==> config.mk <==
export PLATFORM = sky130hd
export DESIGN_NAME = can_frame_to_slcan_ascii_flat
export DESIGN_NICKNAME = d
export VERILOG_FILES = /design/src/sv/cfsa_pkg.sv /design/src/sv/cfsa_frame_if.sv /design/src/sv/cfsa_char_if.sv /design/src/sv/cfsa_cfg_if.sv /design/src/sv/can_frame_to_slcan_ascii.sv /design/src/sv/cfsa_nib_shift.sv /design/src/sv/cfsa_seq.sv /design/src/flat_wrapper.sv
export VERILOG_INCLUDE_DIRS = /design/src /design/src/sv
export SDC_FILE = /design/constraint.sdc
export NUM_CORES = 1
export LEC_CHECK = 0
export ABC_AREA = 1
export BUFFER_PORTS_ARGS = -buffer_cell sky130_fd_sc_hd__buf_2
export CORE_ASPECT_RATIO = 0.6
export CORE_MARGIN = 2
export CORE_UTILIZATION = 57
export CTS_BUF_LIST = sky130_fd_sc_hd__clkbuf_8 sky130_fd_sc_hd__clkbuf_16
export CTS_CLUSTER_SIZE = 24
export DETAILED_ROUTE_END_ITERATION = 16
export GPL_ROUTABILITY_DRIVEN = 0
export HOLD_SLACK_MARGIN = 0.12
export PLACE_DENSITY = 0.88
export RECOVER_POWER = 100
export SYNTH_ARGS = -nofsm -noshare
export SYNTH_HDL_FRONTEND = slang
export SYNTH_HIERARCHICAL = 1
export SYNTH_SLANG_ARGS = --single-unit
==> constraint.sdc <==
create_clock -name clk -period 6.65 [get_ports clk]
set_input_delay 0.3325 -clock clk [delete_from_list [all_inputs] [get_ports clk]]
set_output_delay 0.3325 -clock clk [all_outputs]
set_load 0.1 [all_outputs]
==> src/sv/can_frame_to_slcan_ascii_defines.svh <==
// Assertion macros for the CAN frame to ASCII line encoder
`ifndef CAN_FRAME_TO_SLCAN_ASCII_DEFINES_SVH
`define CAN_FRAME_TO_SLCAN_ASCII_DEFINES_SVH

// Same-cycle implication, sampled on clk, quiet while in reset
`define CFSA_ASSERT_NOW(lbl, ante, cons, msg) \
	lbl: assert property (@(posedge clk) disable iff (!arst_n) (ante) |-> (cons)) \
		else $error(msg);

// Next-cycle implication, sampled on clk, quiet while in reset
`define CFSA_ASSERT_NEXT(lbl, ante, cons, msg) \
	lbl: assert property (@(posedge clk) disable iff (!arst_n) (ante) |=> (cons)) \
		else $error(msg);

`endif

==> src/sv/cfsa_pkg.sv <==
// Shared types, character codes and helpers of the CAN frame ASCII encoder
`timescale 1ns / 1ps
package cfsa_pkg;

	localparam logic [7:0] CH_T_EXT = 8'h54; // 'T'
	localparam logic [7:0] CH_R_EXT = 8'h52; // 'R'
	localparam logic [7:0] CH_T_STD = 8'h74; // 't'
	localparam logic [7:0] CH_R_STD = 8'h72; // 'r'
	localparam logic [7:0] CH_A     = 8'h41; // 'A'
	localparam logic [7:0] CH_0     = 8'h30; // '0'
	localparam logic [7:0] CH_CR    = 8'h0D;

	localparam int unsigned WORD_W = 64;
	localparam logic [3:0]  MAX_DATA_BYTES = 4'd8;

	typedef enum logic [2:0] {
		ST_IDLE,
		ST_TYPE,
		ST_ID,
		ST_DLC,
		ST_DATA,
		ST_TS,
		ST_CR
	} seq_state_t;

	typedef struct packed {
		seq_state_t cur;
		seq_state_t nxt;
		logic       load;
		logic       shift;
	} seq_ctl_t;

	function automatic logic [7:0] hex_char(input logic [3:0] n);
		logic [7:0] c;
		if (n > 4'd9) begin
			c = CH_A + {4'd0, n} - 8'd10;
		end else begin
			c = CH_0 + {4'd0, n};
		end
		return c;
	endfunction

	// Data digits minus one, for a non-empty data field
	function automatic logic [3:0] data_digits_m1(input logic [3:0] nbytes);
		logic [4:0] d;
		d = {nbytes, 1'b0} - 5'd1;
		return d[3:0];
	endfunction

endpackage

==> src/sv/cfsa_frame_if.sv <==
// Frame request channel of the CAN frame ASCII encoder
`timescale 1ns / 1ps
interface cfsa_frame_if;
	logic        valid;
	logic        ready;
	logic        is_extended;
	logic        is_remote;
	logic [28:0] frame_id;
	logic [3:0]  length_code;
	logic [63:0] payload;
	logic [15:0] time_stamp;

	modport source (
		output valid, is_extended, is_remote, frame_id, length_code, payload, time_stamp,
		input  ready
	);
	modport sink (
		input  valid, is_extended, is_remote, frame_id, length_code, payload, time_stamp,
		output ready
	);
endinterface

==> src/sv/cfsa_char_if.sv <==
// Character request channel of the CAN frame ASCII encoder
`timescale 1ns / 1ps
interface cfsa_char_if;
	logic       valid;
	logic       ready;
	logic [7:0] ascii_char;
	logic       last_char;

	modport source (output valid, ascii_char, last_char, input ready);
	modport sink (input valid, ascii_char, last_char, output ready);
endinterface

==> src/sv/cfsa_cfg_if.sv <==
// Configuration write channel of the CAN frame ASCII encoder
`timescale 1ns / 1ps
interface cfsa_cfg_if;
	logic valid;
	logic ready;
	logic timestamp_enable;

	modport source (output valid, timestamp_enable, input ready);
	modport sink (input valid, timestamp_enable, output ready);
endinterface

==> src/sv/can_frame_to_slcan_ascii.sv <==
// Top level of the CAN frame to serial-line ASCII encoder
`timescale 1ns / 1ps
`include "can_frame_to_slcan_ascii_defines.svh"
// Turns one received CAN frame into its serial-line ASCII receive line, one
// character per request on char_out: type letter (t, r, T or R), identifier in
// upper-case hex (three digits standard, eight extended), one DLC digit, two
// hex digits per data byte (none for remote frames, at most eight bytes even
// when the DLC reads above eight), four timestamp digits when timestamp
// enable is set, and a carriage return flagged with last_char. The frame is
// captured on acceptance and a single 64-bit nibble shifter, reloaded at each
// field boundary by a small sequencer, produces one hex digit per cycle while
// the sink keeps up. A frame occupies the block until its carriage return has
// entered the output register, so sink stalls stretch its stay.
// frame_in is ready only between lines; the final character may still wait
// in the output register while the next frame is accepted. Write the
// configuration only while idle; cfg is always ready.
module can_frame_to_slcan_ascii
	import cfsa_pkg::*;
(
	input  logic         clk,
	input  logic         arst_n,
	cfsa_frame_if.sink   frame_in,
	cfsa_char_if.source  char_out,
	cfsa_cfg_if.sink     cfg
);

	// captured frame
	logic        ext_q;
	logic        rtr_q;
	logic [28:0] id_q;
	logic [3:0]  dlc_q;
	logic [63:0] payload_q;
	logic [15:0] ts_q;

	logic        ts_en_q;

	// output register
	logic        ovld_q;
	logic [7:0]  ochar_q;
	logic        olast_q;

	seq_ctl_t    ctl;
	logic        start;
	logic        adv;
	logic [WORD_W-1:0] load_word;
	logic [7:0]  digit_char;
	logic [7:0]  char_nxt;

	// take a new frame only between lines
	assign frame_in.ready = (ctl.cur == ST_IDLE);
	assign start          = frame_in.valid && frame_in.ready;

	// advance one character whenever the output register is free or draining
	assign adv = (ctl.cur != ST_IDLE) && (!ovld_q || char_out.ready);

	assign cfg.ready = 1'b1;

	always_ff @(posedge clk or negedge arst_n) begin
		if (!arst_n) begin
			ts_en_q <= 1'b0;
		end else if (cfg.valid) begin
			ts_en_q <= cfg.timestamp_enable;
		end
	end

	// hold the frame fields for the whole line
	always_ff @(posedge clk) begin
		if (start) begin
			ext_q     <= frame_in.is_extended;
			rtr_q     <= frame_in.is_remote;
			id_q      <= frame_in.frame_id;
			dlc_q     <= frame_in.length_code;
			payload_q <= frame_in.payload;
			ts_q      <= frame_in.time_stamp;
		end
	end

	cfsa_seq u_seq (
		.clk    (clk),
		.arst_n (arst_n),
		.start  (start),
		.adv    (adv),
		.is_ext (ext_q),
		.is_rtr (rtr_q),
		.dlc    (dlc_q),
		.ts_en  (ts_en_q),
		.ctl    (ctl)
	);

	// left-align the next field in the shifter so its first digit sits on top
	always_comb begin
		case (ctl.nxt)
			ST_ID:   load_word = ext_q ? {3'd0, id_q, 32'd0} : {id_q[11:0], 52'd0};
			ST_DLC:  load_word = {dlc_q, 60'd0};
			ST_DATA: load_word = payload_q;
			ST_TS:   load_word = {ts_q, 48'd0};
			default: load_word = '0;
		endcase
	end

	cfsa_nib_shift u_shift (
		.clk        (clk),
		.load       (ctl.load),
		.shift      (ctl.shift),
		.load_word  (load_word),
		.digit_char (digit_char)
	);

	// pick the character for the current field
	always_comb begin
		case (ctl.cur)
			ST_TYPE: begin
				if (ext_q) char_nxt = rtr_q ? CH_R_EXT : CH_T_EXT;
				else char_nxt = rtr_q ? CH_R_STD : CH_T_STD;
			end
			ST_CR:   char_nxt = CH_CR;
			default: char_nxt = digit_char;
		endcase
	end

	always_ff @(posedge clk or negedge arst_n) begin
		if (!arst_n) begin
			ovld_q <= 1'b0;
		end else if (adv) begin
			ovld_q <= 1'b1;
		end else if (char_out.ready) begin
			ovld_q <= 1'b0;
		end
	end

	always_ff @(posedge clk) begin
		if (adv) begin
			ochar_q <= char_nxt;
			olast_q <= (ctl.cur == ST_CR);
		end
	end

	assign char_out.valid      = ovld_q;
	assign char_out.ascii_char = ochar_q;
	assign char_out.last_char  = olast_q;

	// an accepted frame always opens with its type letter
	`CFSA_ASSERT_NEXT(a_start_type, start, ctl.cur == ST_TYPE, "frame accepted but no type letter next")
	// the line end flag travels only with a carriage return
	`CFSA_ASSERT_NOW(a_last_cr, ovld_q && olast_q, ochar_q == CH_CR, "last_char without carriage return")
	// no new request while a line is in progress
	`CFSA_ASSERT_NOW(a_busy, ctl.cur != ST_IDLE, !frame_in.ready, "frame ready during a line")

endmodule

==> src/sv/cfsa_nib_shift.sv <==
// Shared nibble shifter with hex digit encoder
`timescale 1ns / 1ps
module cfsa_nib_shift
	import cfsa_pkg::*;
(
	input  logic              clk,
	input  logic              load,
	input  logic              shift,
	input  logic [WORD_W-1:0] load_word,
	output logic [7:0]        digit_char
);

	logic [WORD_W-1:0] sh_q;

	always_ff @(posedge clk) begin
		if (load) begin
			sh_q <= load_word;
		end else if (shift) begin
			sh_q <= {sh_q[WORD_W-5:0], 4'd0};
		end
	end

	assign digit_char = hex_char(sh_q[WORD_W-1 -: 4]);

endmodule

==> src/sv/cfsa_seq.sv <==
// Field sequencer and digit counter of the CAN frame ASCII encoder
`timescale 1ns / 1ps
module cfsa_seq
	import cfsa_pkg::*;
(
	input  logic       clk,
	input  logic       arst_n,
	input  logic       start,
	input  logic       adv,
	input  logic       is_ext,
	input  logic       is_rtr,
	input  logic [3:0] dlc,
	input  logic       ts_en,
	output seq_ctl_t   ctl
);

	seq_state_t state_q;
	seq_state_t state_nxt;
	logic [3:0] cnt_q;
	logic [3:0] cnt_init;
	logic [3:0] nbytes;
	logic       change;

	assign nbytes = is_rtr ? 4'd0 : (dlc > MAX_DATA_BYTES ? MAX_DATA_BYTES : dlc);

	always_comb begin
		state_nxt = state_q;
		case (state_q)
			ST_IDLE: if (start) state_nxt = ST_TYPE;
			ST_TYPE: if (adv) state_nxt = ST_ID;
			ST_ID: if (adv && cnt_q == 4'd0) state_nxt = ST_DLC;
			ST_DLC: begin
				if (adv) begin
					if (nbytes != 4'd0) state_nxt = ST_DATA;
					else if (ts_en) state_nxt = ST_TS;
					else state_nxt = ST_CR;
				end
			end
			ST_DATA: if (adv && cnt_q == 4'd0) state_nxt = ts_en ? ST_TS : ST_CR;
			ST_TS: if (adv && cnt_q == 4'd0) state_nxt = ST_CR;
			ST_CR: if (adv) state_nxt = ST_IDLE;
			default: state_nxt = ST_IDLE;
		endcase
	end

	always_comb begin
		change = (state_nxt != state_q);
		ctl.cur   = state_q;
		ctl.nxt   = state_nxt;
		ctl.load  = change;
		ctl.shift = adv && !change;
		case (state_nxt)
			ST_ID:   cnt_init = is_ext ? 4'd7 : 4'd2;
			ST_DATA: cnt_init = data_digits_m1(nbytes);
			ST_TS:   cnt_init = 4'd3;
			default: cnt_init = 4'd0;
		endcase
	end

	always_ff @(posedge clk or negedge arst_n) begin
		if (!arst_n) begin
			state_q <= ST_IDLE;
			cnt_q   <= 4'd0;
		end else begin
			state_q <= state_nxt;
			if (change) begin
				cnt_q <= cnt_init;
			end else if (adv) begin
				cnt_q <= cnt_q - 4'd1;
			end
		end
	end

endmodule

==> src/flat_wrapper.sv <==
// flat-port wrapper written by rule: the top's interface ports become plain ports
module can_frame_to_slcan_ascii_flat import cfsa_pkg::*;
  (clk, arst_n, frame_in_valid, frame_in_is_extended, frame_in_is_remote, frame_in_frame_id, frame_in_length_code, frame_in_payload, frame_in_time_stamp, frame_in_ready, char_out_valid, char_out_ascii_char, char_out_last_char, char_out_ready, cfg_valid, cfg_timestamp_enable, cfg_ready);
  cfsa_frame_if frame_in_i ();
  cfsa_char_if char_out_i ();
  cfsa_cfg_if cfg_i ();
  input  logic clk;
  input  logic arst_n;
  input wire logic [$bits(frame_in_i.valid)-1:0] frame_in_valid;
  input wire logic [$bits(frame_in_i.is_extended)-1:0] frame_in_is_extended;
  input wire logic [$bits(frame_in_i.is_remote)-1:0] frame_in_is_remote;
  input wire logic [$bits(frame_in_i.frame_id)-1:0] frame_in_frame_id;
  input wire logic [$bits(frame_in_i.length_code)-1:0] frame_in_length_code;
  input wire logic [$bits(frame_in_i.payload)-1:0] frame_in_payload;
  input wire logic [$bits(frame_in_i.time_stamp)-1:0] frame_in_time_stamp;
  output wire logic [$bits(frame_in_i.ready)-1:0] frame_in_ready;
  output wire logic [$bits(char_out_i.valid)-1:0] char_out_valid;
  output wire logic [$bits(char_out_i.ascii_char)-1:0] char_out_ascii_char;
  output wire logic [$bits(char_out_i.last_char)-1:0] char_out_last_char;
  input wire logic [$bits(char_out_i.ready)-1:0] char_out_ready;
  input wire logic [$bits(cfg_i.valid)-1:0] cfg_valid;
  input wire logic [$bits(cfg_i.timestamp_enable)-1:0] cfg_timestamp_enable;
  output wire logic [$bits(cfg_i.ready)-1:0] cfg_ready;
  assign frame_in_i.valid = frame_in_valid;
  assign frame_in_i.is_extended = frame_in_is_extended;
  assign frame_in_i.is_remote = frame_in_is_remote;
  assign frame_in_i.frame_id = frame_in_frame_id;
  assign frame_in_i.length_code = frame_in_length_code;
  assign frame_in_i.payload = frame_in_payload;
  assign frame_in_i.time_stamp = frame_in_time_stamp;
  assign frame_in_ready = frame_in_i.ready;
  assign char_out_valid = char_out_i.valid;
  assign char_out_ascii_char = char_out_i.ascii_char;
  assign char_out_last_char = char_out_i.last_char;
  assign char_out_i.ready = char_out_ready;
  assign cfg_i.valid = cfg_valid;
  assign cfg_i.timestamp_enable = cfg_timestamp_enable;
  assign cfg_ready = cfg_i.ready;
  can_frame_to_slcan_ascii u_core (.clk(clk), .arst_n(arst_n), .frame_in(frame_in_i), .char_out(char_out_i), .cfg(cfg_i));
endmodule
## Word-level counts from Yosys, hierarchy flattened

Cells that the tools add are included.

| word-level totals | value |
|---|---|
| register bits after elaboration | 197 |
| logic and storage cells | 72 |
| bits of input ports | 121 |
| output and inout port bits | 12 |

| cells by class | value |
|---|---|
| muxes and demuxes | 27 |
| reduce and logical (&&, ||, !) cells | 14 |
| magnitude comparators | 2 |
| add/subtract/negate cells | 5 |
| equality and inequality tests | 11 |

Operators with widths:

| cell | number |
|---|---|
| $pmux 64 s4 | 1 |
| $mux 64 | 3 |
| $mux 3 | 10 |
| $pmux 3 s7 | 1 |
| $mux 4 | 4 |
| $mux 8 | 2 |
| $pmux 8 s2 | 1 |
| $eq 3x3->1 const B | 5 |
| $eq 3x2->1 const B | 4 |
| $pmux 4 s3 | 1 |
| $add 7x4->8 const A | 1 |
| $gt 4x4->1 const B | 2 |
| $sub 4x1->4 const B | 2 |
| $sub 8x4->8 const B | 1 |
| $add 6x4->7 const A | 1 |
| $reduce_bool 2->1 | 3 |
| $logic_and 1x1->1 | 4 |
| $logic_not 4->1 | 1 |
| $mux 2 | 2 |
| $reduce_bool 4->1 | 1 |
| $eq 3x1->1 const B | 1 |
| $logic_not 3->1 | 1 |
| $ne 3x3->1 | 1 |
| $reduce_bool 3->1 | 1 |
| 3 further kinds | 5 |

## Longest topological paths before layout

| logic depth | value |
|---|---|
| depth in word-level cells | 12 |
| mapped depth | 18 |
| depth with buffers taken out | 17 |

## By module

The synthesis kept the hierarchy.

Modules (own cells, without submodules):

| module | instances | cells each | area an instance (sq um) |
|---|---|---|---|
| can_frame_to_slcan_ascii | 1 | 399 | 4991.0 |
| cfsa_nib_shift | 1 | 288 | 2850.2 |
| cfsa_seq | 1 | 109 | 704.4 |

## Worst setup path before layout

OpenSTA, ideal clock, no wires.

| path | value |
|---|---|
| kind | register -> register |
| from | register u_core.u_seq.state_q[1] |
| to | register u_core.u_shift.sh_q[0] (enable) |
| data required time | 6.256 ns |
| slack | 0.673 ns |
| cell stages (with the launch flop) | 15 |
| path buffers | 2 |
| clock period less this slack | 5.977 ns |
| library setup time | 0.394 ns |
| arrival time | 5.583 ns |
| path through | dfrtp_1 nor3_1 nor2_1 inv_2 nand3_1 nand2_1 clkinv_1 nand2_1 nand2_1 nand3_2 nand2_2 nand2_4 buf_4 buf_4 or2_2 |

RTL lines:

| element | RTL line | RTL |
|---|---|---|
| start, declared | cfsa_seq.sv:17 | `seq_state_t state_q;` |
| start signal, assigned | cfsa_seq.sv:65 | `state_q <= state_nxt;` |
| end signal, assigned | cfsa_nib_shift.sv:17 | `sh_q <= load_word;` |
| end signal, assigned | cfsa_nib_shift.sv:19 | `sh_q <= {sh_q[WORD_W-5:0], 4'd0};` |
| end, declared | cfsa_nib_shift.sv:13 | `logic [WORD_W-1:0] sh_q;` |

==> impl_metrics.env <==
export IMPL_cts_tree="yes"
export IMPL_p_leak_nw=4.758
export IMPL_postSynth_asyncResetShare_pct=4.569
export IMPL_detail_route_wl_per_cell_um=17.74
export IMPL_nets=1159
export IMPL_vdd_drop_max_v=0.0004018
export IMPL_yosys_warnings=6
export IMPL_finalClockSkew_ns=0.01519
export IMPL_diodes=0
export IMPL_port_buffers=131
export IMPL_ys_ff_latch=197
export IMPL_cp_max_fo=71
export IMPL_synth_most_common_cell="nand2_1"
export IMPL_drt_vias_per_instance=5.371
export IMPL_hold_depth=2
export IMPL_r2r_end="u_core/u_shift/sh_q[26]$_DFFE_PP_"
export IMPL_overflow=0
export IMPL_failed_checks="max-capacitance violations, max-slew violations"
export IMPL_fin_cells=1244
export IMPL_period_needed_ns=5.574
export IMPL_finalSetupViolations=0
export IMPL_cp_startpoint="u_core/u_seq/state_q[0]$_DFF_PN0_"
export IMPL_dr_pass1_iters=6
export IMPL_drive_above_1_share_pct=14.63
export IMPL_power_mw=5.194
export IMPL_clk_latency_ns=0.44
export IMPL_fin_crit_sh_pct=83.82
export IMPL_fin_tns_setup_ns=0
export IMPL_status="finished, violations left"
export IMPL_cts_clk_slew_worst_paths_ns=0.07
export IMPL_netlist_instances=796
export IMPL_syn_num_nets=922
export IMPL_cts_max_level=4
export IMPL_r2r_cells=12
export IMPL_drcViolationCount=0
export IMPL_maxCapViolCount=2
export IMPL_cts_buffers=17
export IMPL_drt_iter0_drc=947
export IMPL_yosys_most_used_dff="edfxtp_1"
export IMPL_fp_dieW_um=162.1
export IMPL_vias=6682
export IMPL_cts_sinks=197
export IMPL_synthToLayoutAreaGrowth_pct=27.61
export IMPL_syn_area_sq_um=8546
export IMPL_die_y_um=98.85
export IMPL_rsz0062_at_grt="no"
export IMPL_grt_pass1_vias=6576
export IMPL_start_util_pct=58.74
export IMPL_antenna_found_initial=0
export IMPL_r2r_setup_slack_ns=1.08
export IMPL_critical_path_class="register to register"
export IMPL_clockBufferDepth=2
export IMPL_ant_nets=0
export IMPL_hold_start="cfg_valid"
export IMPL_synth_commonest_cells="nand2_1, edfxtp_1, inv_1"
export IMPL_fp_dieArea_sq_um=16020
export IMPL_core_area_sq_um=14550
export IMPL_r2r_start="u_core/u_seq/state_q[0]$_DFF_PN0_"
export IMPL_required_ns=6.77
export IMPL_cts_root_buf="clkbuf_16"
export IMPL_hp_class="input port to register"
export IMPL_rows=34
export IMPL_min_to="u_core/ts_en_q$_DFFE_PN0P_"
export IMPL_cp_start_kind="register"
export IMPL_ys_top_cells_by_area="edfxtp_1, nand2_1, inv_1, nor2_1, dfrtp_1"
export IMPL_grt_max_degree=81
export IMPL_synth_top_area_share_pct=66.06
export IMPL_final_max_slew_violation_count=119
export IMPL_avgSynthCellArea_sq_um=10.74
export IMPL_worst_pin_slew_ns=1.953
export IMPL_power_density_nw_per_um2=476.3
export IMPL_drt_total_wl_um=22070
export IMPL_hpwl_um=12440
export IMPL_track_usage_pct=28.69
export IMPL_dp_cells=1096
export IMPL_maxClockFrequency_mhz=179.4
export IMPL_yosysUniqueCellTypes=35
export IMPL_hold_viol=0
export IMPL_critPathArrivalTime_ns=5.70
export IMPL_grt_pass1_wl_um=34110
export IMPL_synth_edf_count=188
export IMPL_yosysSeqAreaShare_pct=68.70
export IMPL_slew_headroom_pct=-30.18
export IMPL_synth_top_area_cell="edfxtp_1"
export IMPL_ioPinCount=133
export IMPL_critPathCaptureType="register"
-- how the worst max path moves through the flow --
stage,end,cells past startpoint,slack [ns]
final,u_core/u_shift/sh_q[26]$_DFFE_PP_,12,1.08
after global routing,u_core/u_shift/sh_q[46]$_DFFE_PP_,12,0.68
after CTS,u_core/u_shift/sh_q[63]$_DFFE_PP_,13,1.89
after detailed placement,u_core/u_shift/sh_q[62]$_DFFE_PP_,13,1.95
after global placement,u_core/u_shift/sh_q[44]$_DFFE_PP_,15,2.20
after floorplan,u_core/u_shift/sh_q[0]$_SDFFCE_PN0P_,14,0.67
-- metrics by stage --
stage | hold slack [ns] | instance area [sq um] | utilization (%) | setup WS (ns)
2_1_floorplan | 0.03691 | 8546 | - | 0.6731
3_3_place_gp | 0.2112 | 9249 | 63.57 | 2.200
3_5_place_dp | 0.2175 | 9249 | 63.57 | 1.953
4_1_cts | 0.1207 | 10960 | 75.33 | 1.887
5_1_grt | 0.1533 | 10910 | 74.96 | 0.6758
6_report | 0.1597 | 10910 | 74.96 | 1.076
-- where the power goes --
| group | switching, mW | internal, mW | leakage (nW) |
|---|---|---|---|
| Clock | 0.485 | 0.489 | 0.267 |
| Combinational | 1.55 | 0.435 | 2.57 |
| Sequential | 0.180 | 2.06 | 1.92 |
-- logic make-up (layout without fill, tap and decap cells) --
family / Yosys count / after routing / synth area share, %
AO/OA/AOI/OAI: 30 / 30 / 1.991
other: 2 / 2 / 0.08788
adder cells (fa/ha/maj): 5 / 5 / 0.7321
multiplexers: 1 / 1 / 0.1318
buffers and inverters: 114 / 364 / 6.398
AND/OR/NAND/NOR: 444 / 444 / 21.65
flip-flops: 197 / 197 / 68.70
XOR/XNOR: 3 / 3 / 0.3075
-- registers in the layout, indices dropped and copies added (netlist names) --
| name | count |
|---|---|
| u_core/ext_q | 1 |
| u_core/id_q | 29 |
| u_core/rtr_q | 1 |
| u_core/char_out.ascii_char | 8 |
| u_core/u_shift/sh_q | 64 |
| u_core/u_seq/cnt_q | 4 |
| u_core/u_seq/state_q | 3 |
| u_core/ts_q | 16 |
| u_core/char_out.valid | 1 |
| u_core/char_out.last_char | 1 |
| u_core/dlc_q | 4 |
| u_core/ts_en_q | 1 |
| u_core/payload_q | 64 |
-- cells in the final DEF (no fill, tap or decap), types with 3 or more instances in the layout --
master         netlist  routed
buf_4                9       3
ha_1                 5       5
dfrtp_1              9       9
nand4_1             25      25
inv_2                4       3
o21ai_0             23      24
nand2_2              6       5
a21oi_1              3       3
inv_8                0       3
inv_1               74      75
clkbuf_1             2      32
clkinv_4             1       6
nand3_1             44      44
nor3_1               3       3
edfxtp_1           188     188
dlygate4sd3_1        0     116
clkbuf_16            0      17
nor2_1              64      64
buf_2               14      95
nand2_1            293     294
clkbuf_2             0       5
-- repair_timing --
item                                   in CTS  in global routing
setup buffers                               0                  0
endpoints found under the hold margin     124                  0
gates resized for setup                     0                  0
hold buffers                              116                  0
-- worst max-delay path, cell delays in order, from the launching register on --
cell,delay [ns]
dfrtp_1,0.53
inv_1,0.13
and3_1,1.34
nand2_1,0.12
nand2_1,0.13
clkinv_1,0.06
nand2_1,0.05
nand2_1,0.07
nand3_2,0.47
nand2_2,0.30
nand2_4,0.63
or2_2,1.00
buf_4,0.40
-- final cells by class --
cell class	count	area, sq um
multi-input combinational	485	2122
inverter	81	311.5
timing repair buffer	251	1804
clock buffer	17	425.4
fill	876	3643
sequential	197	5871
tap	198	247.7
clock inverter	15	123.9
-- routing by layer --
metal  up-vias  global-route usage (%)  share of wire [%]
met2       445                   45.76                 47
met5         -                       0                  0
met1      3079                   38.30                 39
li1       3096                       -                  -
met4         0                   11.37                3.2
met3        62                   7.492                 11
Note: power is estimated with default switching activity, not from simulation.
